==> src/hdl/sdpl_pkg.sv <==
// Package for the sorted descending priority list unit.
// Holds operation and status codes, the sequencer states and cell commands.
package sdpl_pkg;

  localparam int FUNC_W   = 2;
  localparam int STATUS_W = 2;

  localparam logic [FUNC_W-1:0] FUNC_LOAD  = 2'd0;
  localparam logic [FUNC_W-1:0] FUNC_TAIL  = 2'd1;
  localparam logic [FUNC_W-1:0] FUNC_POP   = 2'd2;
  localparam logic [FUNC_W-1:0] FUNC_CLEAR = 2'd3;

  localparam logic [STATUS_W-1:0] STATUS_OK    = 2'd0;
  localparam logic [STATUS_W-1:0] STATUS_FULL  = 2'd1;
  localparam logic [STATUS_W-1:0] STATUS_EMPTY = 2'd2;

  typedef enum logic [1:0] {
    ST_IDLE,
    ST_INS_HEAD,
    ST_INS_EXTRA,
    ST_REPORT
  } state_t;

  typedef enum logic [1:0] {
    CELL_HOLD,
    CELL_INSERT,
    CELL_POP,
    CELL_POP_TAIL
  } cell_op_t;

endpackage

==> src/hdl/sdpl_cell.sv <==
// One slot of the sorted list: holds a (tag, key) entry and trades it with
// its neighbours. Depends on sdpl_pkg for the cell command type.
module sdpl_cell #(
  parameter int KEY_WIDTH = 32,
  parameter int TAG_WIDTH = 16,
  parameter int CNT_W     = 9,
  parameter int IDX       = 0
) (
  input  logic                 clk,
  input  sdpl_pkg::cell_op_t   op,
  input  logic [CNT_W-1:0]     count,
  input  logic [KEY_WIDTH-1:0] new_key,
  input  logic [TAG_WIDTH-1:0] new_tag,
  input  logic [KEY_WIDTH-1:0] left_key,
  input  logic [TAG_WIDTH-1:0] left_tag,
  input  logic [KEY_WIDTH-1:0] right_key,
  input  logic [TAG_WIDTH-1:0] right_tag,
  input  logic                 found_in,
  output logic                 found_out,
  output logic [KEY_WIDTH-1:0] key_o,
  output logic [TAG_WIDTH-1:0] tag_o
);

  localparam logic [CNT_W-1:0] POS      = CNT_W'(IDX);
  localparam logic [CNT_W-1:0] TAIL_CNT = CNT_W'(IDX + 1);

  logic [KEY_WIDTH-1:0] key_r;
  logic [TAG_WIDTH-1:0] tag_r;
  logic                 occupied;
  logic                 not_above;

  assign occupied  = POS < count;
  // An empty slot, or a key not above the new one, marks the insert point.
  assign not_above = !occupied || (key_r <= new_key);
  assign found_out = found_in | not_above;
  assign key_o     = key_r;
  assign tag_o     = tag_r;

  always_ff @(posedge clk) begin
    case (op)
      sdpl_pkg::CELL_INSERT: begin
        if (found_in) begin
          key_r <= left_key;
          tag_r <= left_tag;
        end else if (not_above) begin
          key_r <= new_key;
          tag_r <= new_tag;
        end
      end
      sdpl_pkg::CELL_POP: begin
        key_r <= right_key;
        tag_r <= right_tag;
      end
      sdpl_pkg::CELL_POP_TAIL: begin
        if (count == TAIL_CNT) begin
          key_r <= new_key;
          tag_r <= new_tag;
        end else begin
          key_r <= right_key;
          tag_r <= right_tag;
        end
      end
      default: begin
        key_r <= key_r;
        tag_r <= tag_r;
      end
    endcase
  end

endmodule

==> config.mk <==
export PLATFORM = sky130hd
export DESIGN_NAME = sdpl_cell
export DESIGN_NICKNAME = d
export VERILOG_FILES = /design/src/hdl/sdpl_pkg.sv /design/src/hdl/sdpl_cell.sv
export SDC_FILE = /design/constraint.sdc
export NUM_CORES = 1
export LEC_CHECK = 0
export ABC_CLOCK_PERIOD_IN_PS = 5650
export BUFFER_PORTS_ARGS = -buffer_cell sky130_fd_sc_hd__buf_2
export CAP_MARGIN = 0
export CORE_UTILIZATION = 41
export DETAILED_ROUTE_END_ITERATION = 7
export PLACE_DENSITY_LB_ADDON = 0.2
export SLEW_MARGIN = 15
export SYNTH_ARGS = -nofsm -noshare
export SYNTH_HDL_FRONTEND = slang
export SYNTH_SLANG_ARGS = --single-unit
==> constraint.sdc <==
create_clock -name clk -period 5.65 [get_ports clk]
set_clock_uncertainty 0.15 [all_clocks]
set_input_delay 1.13 -clock clk [delete_from_list [all_inputs] [get_ports clk]]
set_output_delay 1.13 -clock clk [all_outputs]
set_load 0.005 [all_outputs]
==> impl_metrics.toml, run 1 <==
[clock_network]
cts_resized = 0
clock-sinks = 48
postCtsHoldBufs = 0
clock_path_buffers = 2
cts_buffers = 5
clk_pin_slew_ns = 0.09
insertion_delay_ns = 0.30
cts_setup_buffers = 0
cts_tree = "built"
cts-htree-levels = 2
clockRootBuffer = "clkbuf_8"

[run]
maxCapViolations = 0

[timing]
rsz0062_at_grt = "false"
tns_ns = 0
setup_viol = 0
period_share_pct = 74.6
maxSlewViolCount = 0
maxSlewHeadroom_pct = 44.5
tightest_slew_ns = 0.832
hold_violations = 0
layout_min_cycle_time_ns = 4.22
max_freq_mhz = 237

[route]
drc = 0
drtPass1Iterations = 4
wl_per_cell_um = 14.8
num_vias = 3730
drt_first_iter_violations = 84
detail-route-antenna-nets = 0
wirelength_mm = 10.4
via_per_inst = 5.31

[synthesis]
synthAdderAreaFrac_pct = 11.1
syn_nets = 595
synthTopCellsByCount = "102 x nand2_1, 48 x a31oi_1, 48 x edfxtp_1"
synth_area_leaders = "edfxtp_1 40%, ha_1 11%, nand2_1 11%, a31oi_1 8.3%, o211a_1 5.3%"
synthArstFlopShare_pct = 0
synth_xor_area_share_pct = 0
syn-cell-area_um2 = 3600
ys_ff_latch = 48
synth_top_area_share_pct = 40.0
synth_cell_types = 36
avgSynthCellArea_um2 = 8.87
yosysMostFrequentCell = "nand2_1"
synth_mux_area_share_pct = 0
synth_edf_count = 48
synth_compound_area_share_pct = 23.8
synth_top_family_by_area = "compound AO/OA/AOI/OAI gates"
synthFlopType = "edfxtp_1"
synth-simple-area-share_pct = 18.0
ys_warn_count = 0
yosysTopAreaCell = "edfxtp_1"
ys_seq_area_share_pct = 40.0
syn_inst = 406

[global_route]
grt_pass1_vias = 3428
grt_pass1_wl_mm = 15.8
grt_max_degree = 74
grt_remaining_overflow = 0
grt_util_all_layers_pct = 22.5
antenna_found_initial = 0

[power]
combPwrFrac_pct = 29.3
total_power_mw = 0.943
seqPwrFrac_pct = 49.0
pwr_density_cell_nw_per_um2 = 197
p_sw_mw = 0.279
p_int_mw = 0.664
p_clk_share_pct = 21.8
sw_frac_of_total_pct = 29.6
peakVddDrop_mv = 0.0841
leakagePower_nw = 2.43

[finish]
fin_nets = 785
seq_area_um2 = 1440
nFillCells = 818
multi_input_area_um2 = 1930
num_antenna_cells = 0
syn2layout_area_growth_pct = 32.9
finish.instance_area_um2 = 4780
drive_gt1_share_pct = 36.7

[floorplan]
core_area_um2 = 8340
die_h_um = 95.7
rows = 33
io_pins = 206
dieArea_um2 = 9160
start_util_pct = 43.2
die_x_um = 95.7

[place]
hpwlAfterDp_mm = 7.97
io_buffers = 205
place_congestion = 0.809
place_area_um2 = 4700

[setup_path]
cp_max_fo = 3
cp.arrival_ns = 2.94
cp-end-kind = "output pin"
timing.critical_path.required_ns = 4.37
crit_path_start_kind = "primary input"
critPathKind = "in2out"

[run_status]
status = "completed"

[worst_hold_path]
hold_class = "in2reg"
==> flip-flops by register name, indices dropped and copies added, names as in the netlist <==
| name | count |
|---|---|
| tag_o | 16 |
| key_o | 32 |
==> layout make-up <==
| cell class | instances | share of cell area, % |
|---|---|---|
| multi-input cells | 297 | 40.3 |
| flip-flops and latches | 48 | 30.1 |
| repair buffers | 210 | 22.5 |
| well taps | 105 | 2.75 |
| inverters | 34 | 2.67 |
| clock buffers | 7 | 1.60 |
| clock inverters | 1 | 0.0785 |
==> per-stage QoR <==
step	instances	hold slack, ns	utilization [%]	setup slack, ns
finish	702	1.03	57.4	1.43
global route	702	1.03	57.4	1.28
CTS	702	1.02	57.4	1.44
detailed placement	694	1.09	56.4	1.46
global placement	694	1.08	56.4	1.43
floorplan	406	1.23	-	0.195
==> power groups by stage <==
stage	combinational, mW	sequential (mW)	clock (mW)
2_1_floorplan	0.137	0.475	0
3_3_place_gp	0.272	0.468	0
3_5_place_dp	0.278	0.470	0
4_1_cts	0.279	0.462	0.207
5_1_grt	0.313	0.467	0.219
6_report	0.276	0.462	0.205
==> metal layers <==
layer / track usage (%) / share of wire (%) / vias to the layer above
met5: 0 / 0 / -
met4: 5.35 / 1.3 / 0
met3: 5.53 / 7.1 / 13
met2: 40.9 / 50 / 133
met1: 26.6 / 42 / 1694
li1: - / - / 1890
==> placed cells by master, fill, tap and decap left out, types with 13 or more instances in the layout <==
| cell | synthesis | routed |
|---|---|---|
| a211oi_1 | 17 | 17 |
| ha_1 | 32 | 32 |
| a21oi_1 | 13 | 13 |
| o211a_1 | 19 | 19 |
| nor2b_1 | 18 | 18 |
| a31oi_1 | 48 | 48 |
| inv_1 | 34 | 34 |
| buf_2 | 6 | 205 |
| edfxtp_1 | 48 | 48 |
| nand2_1 | 102 | 102 |
==> kinds of logic after synthesis <==
family / Yosys count
and+or+nand+nor: 143
AOI/OAI and AO/OA: 122
buffers and inverters: 61
DFF: 48
adders and majority gates: 32
==> critical path, stage by stage <==
cell and delay [ns]:
buf_2 0.09, inv_1 0.05, ha_1 0.31, nand4_1 0.15
nor4_1 0.61, o311a_1 0.34, o21ai_0 0.09, buf_2 0.16
==> path summary, 6_finish.rpt <==
| path | from | to | slack [ns] | cells after the start |
|---|---|---|---|---|
| worst min register to register | key_o[31] | key_o[30] | 1.09 | 4 |
| worst min-delay path | new_key[6] | key_o[6] | 1.03 | 3 |
| worst max register to register | key_o[30] | key_o[29] | 2.45 | 7 |
| worst max-delay path | new_key[30] | found_out | 1.43 | 8 |
No activity file was read; power rests on OpenSTA's default activity.
==> inputs of run 2 (changes only) <==
- ABC_CLOCK_PERIOD_IN_PS: 5650 -> 3700
- clock period: 5.65 -> 3.7 ns (I/O delays scaled with it)
==> impl_metrics.toml, run 2 (same netlist as run 1, synthesis figures left out) <==
[finish]
syn2layout_area_growth_pct = 33.2
largest_reg_flops = 32
final_cell_mix = "205 x buf_2, 102 x nand2_1, 48 x a31oi_1, 48 x edfxtp_1, 34 x inv_1"
num_antenna_cells = 0
drive_gt1_share_pct = 37.2
fin_nets = 788
final_common_cell = "buf_2"

[worst_hold_path]
min_from = "new_key[15]"
hold_class = "in2reg"

[clock_network]
cts_setup_buffers = 0
insertion_delay_ns = 0.29
cts_buffers = 5
postCtsHoldBufs = 0
cts-htree-levels = 2
clockRootBuffer = "clkbuf_8"
clk_pin_slew_ns = 0.09
cts_resized = 0
clock-sinks = 48
clock_path_buffers = 2
cts_tree = "built"

[global_route]
grt_pass1_vias = 3444
grt_util_all_layers_pct = 23.0
grt_max_degree = 61
antenna_found_initial = 0
grt_pass1_wl_mm = 16.1
grt_remaining_overflow = 0

[setup_path]
max_stage_delay_ns = 0.40
critPathKind = "in2out"
cpLargestDelayFamily = "compound AO/OA/AOI/OAI gates"
crit_start = "new_key[7]"
crit_path_start_kind = "primary input"
timing.critical_path.required_ns = 2.81
cp-end-kind = "output pin"
cp_max_fo = 3
critPathBufInv = 3
crit_chain = "buf_2 -> inv_1 -> ha_1 -> a21oi_1 -> o21ai_0 -> a221o_1 -> o311a_1 -> o21ai_0 -> buf_2"
cp.arrival_ns = 2.46
timing.rr.start = "key_o[7]"
slowest_stage = "o311a_1"

[place]
place_ws_ns = 0.351
place_congestion = 0.775
hpwlAfterDp_mm = 8.17
io_buffers = 205

[route]
drc = 0
wirelength_mm = 10.8
num_vias = 3785
via_per_inst = 5.39
wl_per_cell_um = 15.4
detail-route-antenna-nets = 0
drtPass1Iterations = 4
drt_first_iter_violations = 104

[power]
p_clk_share_pct = 20.6
combPwrFrac_pct = 29.8
p_int_mw = 1.00
leakagePower_nw = 2.44
p_sw_mw = 0.417
peakVddDrop_mv = 0.147
total_power_mw = 1.42
sw_frac_of_total_pct = 29.3
seqPwrFrac_pct = 49.5
pwr_density_cell_nw_per_um2 = 296

[floorplan]
core_area_um2 = 8340
die_h_um = 95.7
io_pins = 206
die_x_um = 95.7
start_util_pct = 43.2
dieArea_um2 = 9160
rows = 33

[timing]
hold_violations = 0
rsz0062_at_grt = "false"
tns_ns = 0
max_freq_mhz = 299
fin_ws_ns = 0.351
maxSlewHeadroom_pct = 49.4
layout_min_cycle_time_ns = 3.35
maxSlewViolCount = 0
period_share_pct = 90.5
tightest_slew_ns = 0.758
setup_viol = 0
whs_ns = 0.641

[run]
maxCapViolations = 0

[run_status]
status = "completed"
==> run 2: cell types whose count changed in the layout (fill, tap and decap cells not counted), sizes merged <==
cell	change
buf	+3
clkbuf	-2
clkinv	-1
==> run 2: path summary, 6_finish.rpt <==
| check | endpoint | slack (ns) | cells after the start |
|---|---|---|---|
| worst max-delay path | found_out | 0.35 | 9 |
| worst min-delay path | key_o[15] | 0.64 | 3 |
| worst max register to register | key_o[24] | 1.01 | 7 |
| worst min register to register | key_o[9] | 1.06 | 5 |
==> run 2: layout make-up <==
type / count / area [um2]
flip-flops and latches: 48 / 1440
fillers: 790 / 3540
multi-input cells: 297 / 1930
repair buffers: 213 / 1100
inverters: 34 / 128
well taps: 105 / 131
clock buffers: 5 / 68.8
==> run 2: worst min-delay path, cell delays in order <==
cell	delay, ns
buf_2	0.07
inv_1	0.04
a31oi_1	0.11
==> run 2: routing by layer <==
layer	part of all wire (%)	wire, um	vias up	GRT usage, %
li1	-	-	1886	-
met1	41	4480	1726	27.5
met2	49	5350	151	40.7
met3	6.5	702	22	4.50
met4	2.8	299	0	9.20
met5	0	0	-	0
==> run 2: power by group through the flow <==
stage          Combinational (mW)  Sequential [mW]  Clock, mW
4_1_cts                     0.429            0.705      0.301
6_report                    0.424            0.704      0.293
2_1_floorplan               0.213            0.723          0
5_1_grt                     0.479            0.711      0.319
3_5_place_dp                0.427            0.717          0
3_3_place_gp                0.418            0.714          0
==> run 2: through the flow <==
step	utilization [%]	instances	area, um2
6_report	57.5	702	4800
5_1_grt	57.5	702	4800
4_1_cts	57.5	702	4800
3_5_place_dp	56.7	697	4730
3_3_place_gp	56.7	697	4730
2_1_floorplan	-	406	3620
==> inputs of run 3 (changes only) <==
- ABC_AREA: not set -> 1
- CORE_UTILIZATION: 41 -> 44
- CTS_BUF_LIST: not set -> sky130_fd_sc_hd__clkbuf_4
==> impl_metrics.toml, run 3 <==
[power]
pwr_density_cell_nw_per_um2 = 275
p_int_mw = 0.984
combPwrFrac_pct = 33.6
leakagePower_nw = 2.56
p_clk_share_pct = 17.6
peakVddDrop_mv = 0.136
p_sw_mw = 0.476
sw_frac_of_total_pct = 32.6
seqPwrFrac_pct = 48.8

[finish]
largest_reg_flops = 32
final_core_util_pct = 57.5
instances_no_fill = 876
syn2layout_area_growth_pct = 27.0
fin_nets = 935
final_common_cell = "buf_2"
num_antenna_cells = 0
final_cell_mix = "205 x buf_2, 92 x a21oi_1, 90 x nand2_1"
drive_gt1_share_pct = 30.9

[clock_network]
clockRootBuffer = "clkbuf_4"
clk_pin_slew_ns = 0.14
cts_resized = 0
cts_buffers = 5
cts_setup_buffers = 0
cts-htree-levels = 2
clock_path_buffers = 2
postCtsHoldBufs = 0
cts_tree = "built"
clock-sinks = 48
insertion_delay_ns = 0.37

[route]
drt_first_iter_violations = 261
num_vias = 4720
wirelength_mm = 13.4
drc = 0
wl_per_cell_um = 15.3
via_per_inst = 5.39
detail-route-antenna-nets = 0
drtPass1Iterations = 5

[setup_path]
crit_top_cell = "nand2_1"
cp_max_fo = 2
cp-end-kind = "output pin"
crit_path_start_kind = "primary input"
critPathKind = "in2out"
timing.critical_path.required_ns = 2.81
cp.arrival_ns = 2.19
slowest_stage = "ha_1"
crit_chain = "buf_2 -> inv_1 -> ha_1 -> nand2_1 -> nor2_1 -> nand2_1 -> nor3b_1 -> nand2_1 -> nand3_1 -> inv_1 -> nand2_1 -> buf_2"
max_stage_delay_ns = 0.27

[synthesis]
ys_seq_area_share_pct = 34.5
syn_inst = 562
syn_nets = 751
synth_cell_types = 28
synthArstFlopShare_pct = 0
ys_warn_count = 0
syn-cell-area_um2 = 4180
synthFlopType = "edfxtp_1"
synth_area_leaders = "edfxtp_1 34%, a21oi_1 11%, o21ai_0 10%, ha_1 9.6%, nand2_1 8.2%"
yosysTopAreaCell = "edfxtp_1"
synth_edf_count = 48
avgSynthCellArea_um2 = 7.44
synth_top_area_share_pct = 34.5
ys_ff_latch = 48
yosysMostFrequentCell = "a21oi_1"
synthTopCellsByCount = "92 x a21oi_1, 91 x nand2_1, 84 x o21ai_0"

[timing]
tightest_slew_ns = 0.773
setup_viol = 0
period_share_pct = 83.2
max_freq_mhz = 325
hold_violations = 0
maxSlewViolCount = 0
rsz0062_at_grt = "false"
tns_ns = 0
maxSlewHeadroom_pct = 48.4
whs_ns = 0.527
layout_min_cycle_time_ns = 3.08

[place]
hpwlAfterDp_mm = 9.92
dp.cells = 868
place_congestion = 0.825
io_buffers = 205

[global_route]
grt_pass1_vias = 4528
grt_remaining_overflow = 0
grt_max_degree = 80
grt_util_all_layers_pct = 27.0
antenna_found_initial = 0
grt_pass1_wl_mm = 21.1

[floorplan]
start_util_pct = 45.2
die_x_um = 99.5
rows = 35
core_area_um2 = 9240
io_pins = 206
die_h_um = 99.5
dieArea_um2 = 9890

[run_status]
status = "completed"

[worst_hold_path]
hold_class = "in2reg"

[run]
maxCapViolations = 0
-- run 3: cell types whose count changed after synthesis, sizes merged, moves of 19 or more --
cell | before | now
a31oi | 48 | 0
o21ai | 4 | 97
a21oi | 13 | 92
nor2 | 3 | 40
o211ai | 1 | 37
o211a | 19 | 0
inv | 34 | 62
-- run 3: cell type report --
cell class | instances | area, um2
clock buffers | 7 | 52.6
clock inverters | 1 | 3.75
fillers | 901 | 3930
inverters | 62 | 233
multi-input cells | 415 | 2310
flip-flops and latches | 48 | 1440
well taps | 129 | 161
repair buffers | 214 | 1110
-- run 3: cells by family (layout without fill, tap and decap cells) --
family	Yosys count	in the layout	synth area share (%)
adder cells (fa/ha/maj)	32	32	9.58
buffers and inverters	99	284	10.4
AO/OA/AOI/OAI	229	229	29.8
AND/OR/NAND/NOR	154	154	15.7
flip-flops	48	48	34.5
-- run 3: worst max-delay path: cells and delay by family --
family | cells | cell delay [ns]
fa+ha+maj | 1 | 0.27
simple gates | 7 | 0.84
buf+inv | 4 | 0.33
-- run 3: final timing paths --
| kind | slack [ns] | endpoint | start | cells past startpoint |
|---|---|---|---|---|
| min reg2reg | 1.23 | key_o[6] | key_o[15] | 11 |
| max | 0.62 | found_out | new_key[30] | 12 |
| min | 0.53 | key_o[2] | right_key[2] | 3 |
| max reg2reg | 1.07 | tag_o[9] | key_o[30] | 12 |
-- run 3: metal layers --
metal / routed length (um) / GRT usage (%) / vias to the layer above / share of wire [%]
li1: - / - / 2333 / -
met1: 5580 / 32.9 / 2127 / 42
met2: 6320 / 46.8 / 235 / 47
met3: 1210 / 6.89 / 25 / 9.0
met4: 252 / 8.60 / 0 / 1.9
met5: 0 / 0 / - / 0
-- run 3: stage by stage --
stage          total power, mW  area [um2]  setup WS [ns]
6_report                  1.46        5310          0.622
4_1_cts                   1.47        5310          0.621
3_3_place_gp              1.20        5250          0.680
3_5_place_dp              1.21        5250          0.628
2_1_floorplan            0.976        4180          0.284
5_1_grt                   1.56        5310          0.435
-- run 3: power by group through the flow --
stage / registers [mW] / clock network (mW) / logic, mW
after CTS: 0.711 / 0.267 / 0.493
after detailed placement: 0.724 / 0 / 0.491
after global routing: 0.719 / 0.283 / 0.557
final: 0.712 / 0.257 / 0.491
after floorplan: 0.727 / 0 / 0.249
after global placement: 0.722 / 0 / 0.478
